$ cat config.mk
export PLATFORM = sky130hd
export DESIGN_NAME = mains_frequency_monitor
export DESIGN_NICKNAME = d
export VERILOG_FILES = /design/src/mfm_pkg.sv /design/src/mfm_div.sv /design/src/mains_frequency_monitor.sv
export SDC_FILE = /design/constraint.sdc
export NUM_CORES = 1
export LEC_CHECK = 0
export BUFFER_PORTS_ARGS = -buffer_cell sky130_fd_sc_hd__buf_2
export CORE_ASPECT_RATIO = 1.5
export CORE_MARGIN = 2
export CORE_UTILIZATION = 55
export DETAILED_ROUTE_END_ITERATION = 7
export GPL_ROUTABILITY_DRIVEN = 1
export PLACE_DENSITY = 0.72
export SETUP_SLACK_MARGIN = 0.5
export SLEW_MARGIN = 20
export SYNTH_ARGS = -nofsm -noshare
export SYNTH_HDL_FRONTEND = slang
export SYNTH_SLANG_ARGS = --single-unit
$ cat constraint.sdc
create_clock -name clk -period 6.52 [get_ports clk]
set_clock_uncertainty 0.15 [all_clocks]
set_input_delay 1.304 -clock clk [delete_from_list [all_inputs] [get_ports clk]]
set_output_delay 1.304 -clock clk [all_outputs]
set_load 0.01 [all_outputs]
$ cat src/mfm_pkg.sv
// Package for the mains frequency monitor: field widths, register map,
// sequencer states and reset defaults. No dependencies.
`default_nettype none

package mfm_pkg;

  localparam int unsigned COUNTER_WIDTH_DEF = 32;
  localparam int unsigned CLK_W = 24;
  localparam int unsigned FREQ_W = 8;
  localparam int unsigned BAD_W = 16;
  localparam int unsigned TMO_W = 16;
  localparam int unsigned CFG_IDX_W = 3;

  typedef logic [31:0] word_t;
  typedef logic [CLK_W-1:0] clk_hz_t;
  typedef logic [FREQ_W-1:0] freq_t;
  typedef logic [BAD_W-1:0] bad_t;
  typedef logic [TMO_W-1:0] tmo_t;
  typedef logic [CFG_IDX_W-1:0] cfg_idx_t;

  localparam cfg_idx_t CFG_TIMER_CLOCK = 3'd0;
  localparam cfg_idx_t CFG_TARGET = 3'd1;
  localparam cfg_idx_t CFG_TOLERANCE = 3'd2;
  localparam cfg_idx_t CFG_BAD_LIMIT = 3'd3;
  localparam cfg_idx_t CFG_TIMEOUT = 3'd4;
  localparam cfg_idx_t CFG_INTERVAL = 3'd5;

  localparam logic OP_CAPTURE = 1'b0;
  localparam logic OP_EVAL = 1'b1;

  localparam clk_hz_t RST_TIMER_CLOCK = 24'd100000;
  localparam freq_t RST_TARGET = 8'd50;
  localparam freq_t RST_TOLERANCE = 8'd5;
  localparam bad_t RST_BAD_LIMIT = 16'd10;
  localparam tmo_t RST_TIMEOUT = 16'd100;
  localparam word_t RST_INTERVAL = 32'd1000;

  localparam freq_t FREQ_MAX = 8'd255;
  localparam bad_t BAD_MAX = 16'hFFFF;

  typedef enum logic [2:0] {
    ST_IDLE,
    ST_CAP,
    ST_DIV,
    ST_EVAL,
    ST_BAD,
    ST_OUT
  } mfm_state_t;

endpackage

`default_nettype wire

$ cat src/mfm_div.sv
// Serial restoring divider, one quotient bit per cycle.
// Uses mfm_pkg only through its parent's parameters.
`default_nettype none

module mfm_div #(
  parameter int unsigned DW = 24,
  parameter int unsigned CW = 32
) (
  input  wire logic          clk,
  input  wire logic          rst,
  input  wire logic          start,
  input  wire logic [DW-1:0] dividend,
  input  wire logic [CW-1:0] divisor,
  output logic               done,
  output logic [DW-1:0]      quotient
);

  localparam int unsigned RW = (CW > DW + 1) ? CW : DW + 1;
  localparam int unsigned CNT_W = (DW > 1) ? $clog2(DW) : 1;

  logic             busy;
  logic [CNT_W-1:0] cnt;
  logic [RW-1:0]    rem;
  logic [DW-1:0]    q;
  logic [RW-1:0]    trial;
  logic [RW-1:0]    div_ext;
  logic             fits;

  assign trial   = {rem[RW-2:0], q[DW-1]};
  assign fits    = trial >= div_ext;

  always_ff @(posedge clk) begin
    if (rst) begin
      busy <= 1'b0;
      done <= 1'b0;
      cnt  <= '0;
    end else begin
      done <= 1'b0;
      if (start) begin
        busy <= 1'b1;
        cnt  <= CNT_W'(DW - 1);
      end else if (busy) begin
        if (cnt == '0) begin
          busy <= 1'b0;
          done <= 1'b1;
        end else begin
          cnt <= cnt - 1'b1;
        end
      end
    end
  end

  always_ff @(posedge clk) begin
    if (start) begin
      rem     <= '0;
      q       <= dividend;
      div_ext <= RW'(divisor);
    end else if (busy) begin
      rem <= fits ? (trial - div_ext) : trial;
      q   <= {q[DW-2:0], fits};
    end
  end

  assign quotient = q;

endmodule

`default_nettype wire

$ cat src/mains_frequency_monitor.sv
// Mains frequency monitor top level: config registers, event sequencer,
// result register. Depends on mfm_pkg and mfm_div.
//
//  channel  | handshake             | payload
//  ---------+-----------------------+-------------------------------------------
//  in       | in_valid / in_ready   | operation, captured_count, now_ms, timer_now
//  out      | out_valid / out_ready | freq_hz, timed_out, in_window, bad_count,
//           |                       | sleep_request, next_compare
//  cfg      | cfg_valid / cfg_ready | cfg_index, cfg_data
//
// A capture with an earlier edge and a nonzero period runs CAP, the 24-step
// serial divider, OUT; other captures CAP, OUT; an evaluation EVAL, BAD, OUT;
// a request while asleep only OUT. One request is in work at a time.
// rst is synchronous and restores register defaults and monitor state.
// A result waits in the output register; the sequencer stalls only when
// the next result is ready and the previous one has not been taken.
`default_nettype none

module mains_frequency_monitor #(
  parameter int unsigned COUNTER_WIDTH = mfm_pkg::COUNTER_WIDTH_DEF
) (
  input  wire logic                clk,
  input  wire logic                rst,
  input  wire logic                in_valid,
  output logic                     in_ready,
  input  wire logic                operation,
  input  wire mfm_pkg::word_t      captured_count,
  input  wire mfm_pkg::word_t      now_ms,
  input  wire mfm_pkg::word_t      timer_now,
  output logic                     out_valid,
  input  wire logic                out_ready,
  output mfm_pkg::freq_t           freq_hz,
  output logic                     timed_out,
  output logic                     in_window,
  output mfm_pkg::bad_t            bad_count,
  output logic                     sleep_request,
  output mfm_pkg::word_t           next_compare,
  input  wire logic                cfg_valid,
  output logic                     cfg_ready,
  input  wire mfm_pkg::cfg_idx_t   cfg_index,
  input  wire mfm_pkg::word_t      cfg_data
);

  localparam int unsigned CW = COUNTER_WIDTH;

  // config
  mfm_pkg::clk_hz_t timer_clock_hz;
  mfm_pkg::freq_t   nominal_hz;
  mfm_pkg::freq_t   tolerance_hz;
  mfm_pkg::bad_t    bad_limit;
  mfm_pkg::tmo_t    timeout_ms;
  logic [CW-1:0]    eval_interval;

  // monitor state
  logic [CW-1:0]    prev_capture;
  logic             have_first_edge;
  mfm_pkg::freq_t   freq_value;
  mfm_pkg::word_t   last_edge_ms;
  mfm_pkg::bad_t    bad_counter;
  logic             asleep;

  // latched request and working results
  logic             op;
  logic [CW-1:0]    cap;
  mfm_pkg::word_t   now;
  logic [CW-1:0]    tnow;
  logic             res_tmo;
  logic             res_inwin;
  logic [CW-1:0]    next_sum;
  logic [CW-1:0]    res_next;

  mfm_pkg::mfm_state_t state, state_next;

  logic             div_start;
  logic             div_done;
  mfm_pkg::clk_hz_t div_q;
  logic             out_free;
  logic             out_load;

  logic [CW-1:0]    period;
  mfm_pkg::word_t   age;
  logic             tmo_now;
  logic             inwin_now;
  mfm_pkg::bad_t    bad_new;
  logic             sleep_now;

  assign cfg_ready = 1'b1;
  assign in_ready  = (state == mfm_pkg::ST_IDLE);
  assign out_free  = !out_valid || out_ready;

  always_ff @(posedge clk) begin
    if (rst) begin
      timer_clock_hz <= mfm_pkg::RST_TIMER_CLOCK;
      nominal_hz     <= mfm_pkg::RST_TARGET;
      tolerance_hz   <= mfm_pkg::RST_TOLERANCE;
      bad_limit      <= mfm_pkg::RST_BAD_LIMIT;
      timeout_ms     <= mfm_pkg::RST_TIMEOUT;
      eval_interval  <= mfm_pkg::RST_INTERVAL[CW-1:0];
    end else if (cfg_valid) begin
      unique case (cfg_index)
        mfm_pkg::CFG_TIMER_CLOCK: timer_clock_hz <= cfg_data[mfm_pkg::CLK_W-1:0];
        mfm_pkg::CFG_TARGET:      nominal_hz     <= cfg_data[mfm_pkg::FREQ_W-1:0];
        mfm_pkg::CFG_TOLERANCE:   tolerance_hz   <= cfg_data[mfm_pkg::FREQ_W-1:0];
        mfm_pkg::CFG_BAD_LIMIT:   bad_limit      <= cfg_data[mfm_pkg::BAD_W-1:0];
        mfm_pkg::CFG_TIMEOUT:     timeout_ms     <= cfg_data[mfm_pkg::TMO_W-1:0];
        mfm_pkg::CFG_INTERVAL:    eval_interval  <= cfg_data[CW-1:0];
        default: ;
      endcase
    end
  end

  mfm_div #(
    .DW(mfm_pkg::CLK_W),
    .CW(CW)
  ) u_div (
    .clk      (clk),
    .rst      (rst),
    .start    (div_start),
    .dividend (timer_clock_hz),
    .divisor  (period),
    .done     (div_done),
    .quotient (div_q)
  );

  assign period  = cap - prev_capture;
  assign age     = now - last_edge_ms;
  assign tmo_now = !have_first_edge || (age > mfm_pkg::word_t'(timeout_ms));
  assign inwin_now = ({1'b0, freq_value} + {1'b0, tolerance_hz} >= {1'b0, nominal_hz})
                  && ({1'b0, freq_value} <= {1'b0, nominal_hz} + {1'b0, tolerance_hz});
  assign bad_new = res_inwin ? '0 :
                   (bad_counter == mfm_pkg::BAD_MAX) ? bad_counter : bad_counter + 1'b1;
  assign sleep_now = bad_new >= bad_limit;

  // next state
  always_comb begin
    state_next = state;
    unique case (state)
      mfm_pkg::ST_IDLE: begin
        if (in_valid) begin
          if (asleep)                         state_next = mfm_pkg::ST_OUT;
          else if (operation == mfm_pkg::OP_EVAL) state_next = mfm_pkg::ST_EVAL;
          else                                state_next = mfm_pkg::ST_CAP;
        end
      end
      mfm_pkg::ST_CAP: begin
        if (have_first_edge && period != '0) state_next = mfm_pkg::ST_DIV;
        else                                 state_next = mfm_pkg::ST_OUT;
      end
      mfm_pkg::ST_DIV:  if (div_done) state_next = mfm_pkg::ST_OUT;
      mfm_pkg::ST_EVAL: state_next = mfm_pkg::ST_BAD;
      mfm_pkg::ST_BAD:  state_next = mfm_pkg::ST_OUT;
      mfm_pkg::ST_OUT:  if (out_free) state_next = mfm_pkg::ST_IDLE;
      default:          state_next = mfm_pkg::ST_IDLE;
    endcase
  end

  // sequencer outputs
  always_comb begin
    div_start = 1'b0;
    out_load  = 1'b0;
    unique case (state)
      mfm_pkg::ST_CAP: div_start = have_first_edge && (period != '0);
      mfm_pkg::ST_OUT: out_load  = out_free;
      default: ;
    endcase
  end

  always_ff @(posedge clk) begin
    if (rst) begin
      state <= mfm_pkg::ST_IDLE;
    end else begin
      state <= state_next;
    end
  end

  always_ff @(posedge clk) begin
    if (state == mfm_pkg::ST_IDLE && in_valid) begin
      op   <= operation;
      cap  <= captured_count[CW-1:0];
      now  <= now_ms;
      tnow <= timer_now[CW-1:0];
    end
  end

  always_ff @(posedge clk) begin
    if (rst) begin
      prev_capture    <= '0;
      have_first_edge <= 1'b0;
      freq_value      <= '0;
      last_edge_ms    <= '0;
      bad_counter     <= '0;
      asleep          <= 1'b0;
      res_tmo         <= 1'b0;
      res_inwin       <= 1'b0;
      res_next        <= '0;
    end else begin
      unique case (state)
        mfm_pkg::ST_IDLE: begin
          if (in_valid) begin
            res_tmo   <= 1'b0;
            res_inwin <= 1'b0;
            res_next  <= '0;
          end
        end
        mfm_pkg::ST_CAP: begin
          last_edge_ms <= now;
          prev_capture <= cap;
          if (!have_first_edge) begin
            have_first_edge <= 1'b1;
          end else if (period == '0) begin
            have_first_edge <= 1'b0;
            freq_value      <= '0;
          end
        end
        mfm_pkg::ST_DIV: begin
          if (div_done) begin
            freq_value <= (div_q > mfm_pkg::clk_hz_t'(mfm_pkg::FREQ_MAX)) ?
                          mfm_pkg::FREQ_MAX : div_q[mfm_pkg::FREQ_W-1:0];
          end
        end
        mfm_pkg::ST_EVAL: begin
          res_tmo   <= tmo_now;
          res_inwin <= !tmo_now && inwin_now;
          if (tmo_now) begin
            freq_value      <= '0;
            have_first_edge <= 1'b0;
          end
        end
        mfm_pkg::ST_BAD: begin
          bad_counter <= bad_new;
          if (sleep_now) begin
            asleep <= 1'b1;
          end else begin
            res_next <= next_sum;
          end
        end
        default: ;
      endcase
    end
  end

  always_ff @(posedge clk) begin
    if (state == mfm_pkg::ST_EVAL) begin
      next_sum <= tnow + eval_interval;
    end
  end

  always_ff @(posedge clk) begin
    if (rst) begin
      out_valid <= 1'b0;
    end else if (out_load) begin
      out_valid <= 1'b1;
    end else if (out_ready) begin
      out_valid <= 1'b0;
    end
  end

  always_ff @(posedge clk) begin
    if (out_load) begin
      freq_hz       <= freq_value;
      timed_out     <= res_tmo;
      in_window     <= res_inwin;
      bad_count     <= bad_counter;
      sleep_request <= asleep;
      next_compare  <= mfm_pkg::word_t'(res_next);
    end
  end

  a_accept_leaves_idle: assert property (@(posedge clk) disable iff (rst)
    in_valid && in_ready |=> state != mfm_pkg::ST_IDLE)
    else $error("accepted request did not start the sequencer");

  a_sleep_sticky: assert property (@(posedge clk) disable iff (rst)
    asleep |=> asleep)
    else $error("sleep flag cleared without reset");

  a_sleep_no_compare: assert property (@(posedge clk) disable iff (rst)
    out_valid && sleep_request |-> next_compare == '0)
    else $error("compare value given while sleep requested");

  a_div_done_in_div: assert property (@(posedge clk) disable iff (rst)
    div_done |-> state == mfm_pkg::ST_DIV)
    else $error("divider finished outside the divide state");

  a_capture_path: assert property (@(posedge clk) disable iff (rst)
    state == mfm_pkg::ST_CAP |-> op == mfm_pkg::OP_CAPTURE)
    else $error("capture state entered for an evaluation request");

endmodule

`default_nettype wire

Yosys cells after proc, flatten, opt, wreduce, memory -nomap -nowiden. Index checks and enable logic that the tools add are counted.

Register bits: 513. Input port bits: 137. Output and inout port bits: 62. Word-level logic and storage cells: 144.

$add $sub $neg: 8. $lt $le $gt $ge: 6. Equality and inequality tests: 19. Muxes and demuxes: 39. Bitwise gates (word level): 2. Reduce and logical (&&, ||, !) cells: 36.

Operators with widths (count): 32-bit 2-to-1 mux (2); 32-bit one-hot mux with 2 select lines (1); 32-bit subtractor (2); 24-bit 2-to-1 mux (2); 8-bit 2-to-1 mux (5); 32-bit adder (1); 32-bit >= comparator (1); 32-bit by 16-bit > comparator with 1-bit output (1); 32-bit zero test (1); 16-bit 2-to-1 mux (2); 32-bit nonzero test (1); 31-bit 2-to-1 mux (1); 31-bit subtractor (1); 24-bit by 8-bit > comparator with 1-bit output (second input constant) (1); 8-bit one-hot mux with 3 select lines (1); 2-bit AND reduction (11); 8-bit by 8-bit adder with 9-bit output (2); 3-bit one-hot mux with 6 select lines (1); 16-bit by 1-bit adder with 16-bit output (second input constant) (1); 16-bit == test (second input constant) (1); 16-bit >= comparator (1); 3-bit 2-to-1 mux (5); 5-bit 2-to-1 mux (3); 2-bit inequality test (second input constant) (7); other kinds (22) (55).

Longest topological paths before layout.
Depth after elaboration: 6. Depth in mapped cells: 21. Gate-level depth less buffers: 20.

Modules after synthesis. Synthesis repeated with hierarchy kept, for this count alone.

Cell total of the unflattened synthesis: 2905. Area total of the unflattened synthesis: 27020.9 um^2.

By module, submodules not included: mains_frequency_monitor (times used 1, cells each 2320, area an instance 21393.0 um^2, sequential area each 10259.8 um^2); mfm_div (times used 1, cells each 585, area an instance 5627.9 um^2, sequential area each 2442.3 um^2).

Least setup slack after synthesis. Ideal clock, no wire load.

Kind: reg2reg. From: register bad_counter[4]. To: register res_next[10]. Setup time: 0.070 ns. Data arrival time: 4.257 ns. Data required time: 6.300 ns. Slack: 2.042 ns. Stages on the path, launching flop included: 21. Path buffers: 2. Clock period less this slack: 4.478 ns. Cell sequence: dfxtp_1 clkbuf_1 and4_1 nand4_1 nor3_1 nand2_1 xor2_1 nand2b_1 ha_1 nand2b_1 a21o_1 a21o_1 a21o_1 a21o_1 a21o_1 a211oi_1 o21ai_0 a211oi_1 clkbuf_1 nand3_1 a21oi_1.

Cells in the longest elaborated chain, start to end: 6. Elaborated cells between the ends (all ways): 7. Those cells by class: add/sub: 1; order compare: 1; eq/ne: 2; mux: 2; reduce/logical: 1.

Ends and longest elaborated chain: start, declared (RTL line mains_frequency_monitor.sv:59) `mfm_pkg::bad_t bad_counter;`; start signal, assigned (RTL line mains_frequency_monitor.sv:230) `bad_counter <= bad_new;`; 16-bit by 1-bit adder with 16-bit output or 16-bit == test (tied branches) (RTL line mains_frequency_monitor.sv:131) `(bad_counter == mfm_pkg::BAD_MAX) ? bad_counter : bad_counter + 1'b1;`; 16-bit 2-to-1 mux (*) (RTL line mains_frequency_monitor.sv:131); 16-bit 2-to-1 mux (*) (RTL line mains_frequency_monitor.sv:130) `assign bad_new = res_inwin ? '0 :`; 16-bit >= comparator (*) (RTL line mains_frequency_monitor.sv:132) `assign sleep_now = bad_new >= bad_limit;`; 2-bit inequality test (no line) (*); 3-bit AND reduction (no line) (*); end signal, assigned (RTL line mains_frequency_monitor.sv:234) `res_next <= next_sum;`; end, declared (RTL line mains_frequency_monitor.sv:70) `logic [CW-1:0] res_next;`.

Every way passes the cells marked *; elsewhere a longest branch is shown, timed or not. A chain may end at the register's enable or synchronous reset.

Final worst setup path.
From: register bad_counter[4]. To: register res_next[29].

Same word-level chain as after synthesis.

==> flow_summary.ini <==
[status]
run_status = completed

[setup_path]
rr_worst_depth = 18
r2r_slack_ns = 1.20
cp-endpoint = res_next[29]
crit_type = flop to flop
end_kind = flop
worst-endpoint-required_ns = 6.81
crit_start = bad_counter[4]
setup.worst_path.start_class = flop
cp_max_fo = 33
worstReg2RegEnd = res_next[29]
timing.rr.start = bad_counter[4]
worst-endpoint-arrival_ns = 5.61

[grt]
first_pass_grt_wire_length_um = 106000
first_global_vias = 21075
grtUsageTotal = 0.258
grt_start_max_net_pins = 119
antenna_violations_before_repair = 2
gr-total-overflow = 0

[place]
port_buffers = 197
finalWeightedCongestion = 0.948
dpl.cell_count = 3589
place_hpwl_um = 48400
detailed_place.area_um2 = 28400

[sta]
maxSlewViolCount = 0
max_slew.worst_pin.slew_ns = 1.09
setup-tns-final_ns = 0
min_period_over_period = 0.816
hold-worst-slack_ns = 0.278
rsz0062_at_grt = false
timing.max_slew.rel_slack = 0.272
period_minus_slack_ns = 5.32
max_freq_mhz = 188
timing.final.setup_violations = 0
timing_hold_violations_final = 0

[floorplan]
fp.coreArea_um2 = 48600
die_height_um = 275
die-width_um = 185
floorplan.initialDensity = 0.556
die_outline_area_um2 = 50900
design.portCount = 199
floorplan.rows = 99

[pwr]
power_per_cell_area_nw_per_um2 = 410
cellLeakagePower_uw = 0.0116
vdd_drop_max_mv = 0.554

[finish]
final_cells = 3682
fin_nets = 3319
total_non_filler_cell_area_in_the_finished_layout_um2 = 30100
flow.area_growth_from_synthesis_pct = 11.3
drive_gt1_frac = 0.112
finish.utilization = 0.619
num-fill-cells = 4194

[flow_run]
cap_viol_max_count = 0

[clock_network]
tritoncts = built
clk_pin_slew_ns = 0.07
clockRootBuffer = clkbuf_16
cts-hold-fix-buffers = 0
tritoncts.num_buffers = 48
cts.sink_count = 513
post_cts_resize_count = 0
postCtsSetupBuffers = 0
insertion_delay_ns = 0.60
clock_path_buffers = 3
ctsHtreeMaxLevel = 2

[synth]
syn_area_per_cell_um2 = 9.48
yosysTopAreaCell = edfxtp_1
synth_top_area_share = 0.270
netlist-cell-type-count = 95
async_reset_ff_frac = 0
synthesis.nets = 3183
synth_most_common_cell = nand2_1
synth_top_cells_by_area = edfxtp_1 (27%), dfxtp_1 (20%), ha_1 (8.9%)
netlist_area_um2 = 27000
syn_inst = 2848
synth_top_flop_cell = dfxtp_1
synthesized_flop_and_latch_total = 513
synth.top_cells.by_count = nand2_1 (435), a21oi_1 (324), dfxtp_1 (270), edfxtp_1 (243), inv_1 (197)
synth_seq_area_share = 0.470
yosysWarningCount = 0
synth-edff-count = 243

[drt]
postRouteWirelength_um = 66100
route.vias.total = 21277
number_of_nets_with_antenna_violations_after_routing = 0
viasPerCell = 5.78
drt-wirelength-per-cell_um = 18.0
drt_iter0_markers = 1357
drc = 0
firstDrtPassIters = 6

[worst_hold_path]
timing.hold.worst.class = flop to flop
timing.hold.worst_path_depth = 0
-- state kept, by name, indices dropped and copies added (netlist names), 24 cells and up --
register,count
now,32
cap,32
prev_capture,32
res_next,32
last_edge_ms,32
next_sum,32
u_div.div_ext,32
eval_interval,32
timer_clock_hz,24
u_div.quotient,24
u_div.rem,31
tnow,32
next_compare,32
-- critical path, stage by stage, from the launching register on --
cell and delay, ns:
dfxtp_1 0.45, and4_1 0.29, nand4_1 0.16, nor3_1 0.52, nand2_1 0.35, xor2_1 0.23
nand2b_1 0.11, ha_1 0.28, nand2b_1 0.14, a21o_1 0.17, a21o_1 0.16, a21o_1 0.17
a21o_1 0.16, a21o_1 0.17, a211oi_1 0.24, o21ai_0 0.21, a211o_1 0.70, o211ai_1 0.37
a21oi_1 0.10
-- layout by cell type, fill, tap and decap left out, types with 7 or more instances in the layout --
cell type   instances
a211oi_1           42
a211o_1             7
nor3_1             29
or4_1               7
clkinvlp_4          7
nand2b_1           20
o21ai_0            87
buf_4              12
nand4_1            35
o21bai_1           22
a21o_1             57
o21a_1             30
clkbuf_16          49
o21ai_1            10
xnor2_1            77
and3_1             13
or2_2              11
nand2_1           435
nand3_1            90
ha_1              192
mux2_1             20
and4_1              7
o31ai_1            10
clkbuf_1            9
nor2_1            140
xor2_1             48
a21oi_1           324
buf_2             196
and2_1             12
dfxtp_1           269
inv_1             196
o211ai_1           45
a31oi_1            19
clkinv_2           10
nor4_1             19
nor2b_1            17
mux2i_1            54
edfxtp_1          243
-- worst min-delay path by stage --
stage | start | to | slack (ns)
detailed placement | res_next[0] | next_compare[0] | 0.27
global route | res_next[30] | next_compare[30] | 0.29
finish | res_next[0] | next_compare[0] | 0.28
CTS | res_next[27] | next_compare[27] | 0.28
floorplan | bad_counter[4] | bad_count[4] | 0.26
global placement | res_next[1] | next_compare[1] | 0.27
-- layer usage --
layer	GRT usage	up-vias	wire (µm)
li1	-	10426	-
met1	0.313	10088	27000
met2	0.456	607	32700
met3	0.0395	154	3750
met4	0.105	2	2650
met5	0	-	13
-- power by group --
| group | total (µW) | switching, µW | internal (µW) |
|---|---|---|---|
| combinational | 5050 | 3120 | 1930 |
| clock | 2830 | 1290 | 1550 |
| sequential | 4450 | 334 | 4110 |
| total | 12300 | 4740 | 7590 |
-- through the flow --
step	power [µW]	setup WS, ns
finish	12300	1.20
global route	13100	0.776
CTS	12300	1.20
detailed placement	9490	1.21
global placement	9330	1.37
floorplan	8250	2.04
-- final cells by class --
| type | instances | area (µm²) | share of cell area |
|---|---|---|---|
| antenna | 2 | 5.00 | 0.000166 |
| clock buffer | 60 | 1290 | 0.0428 |
| clock inverter | 30 | 308 | 0.0102 |
| inverter | 198 | 746 | 0.0248 |
| multi-input combinational | 2013 | 13100 | 0.435 |
| sequential | 513 | 12700 | 0.423 |
| tap | 656 | 821 | 0.0273 |
| timing repair buffer | 210 | 1110 | 0.0369 |
-- logic make-up after synthesis --
family	synth area share
AO/OA/AOI/OAI	0.172
XOR/XNOR	0.0405
adder cells (fa/ha/maj)	0.0934
buffers and inverters	0.0468
flip-flops	0.470
multiplexers	0.0300
other	0.000139
AND/OR/NAND/NOR	0.147
No activity file was read; power rests on OpenSTA's default activity.
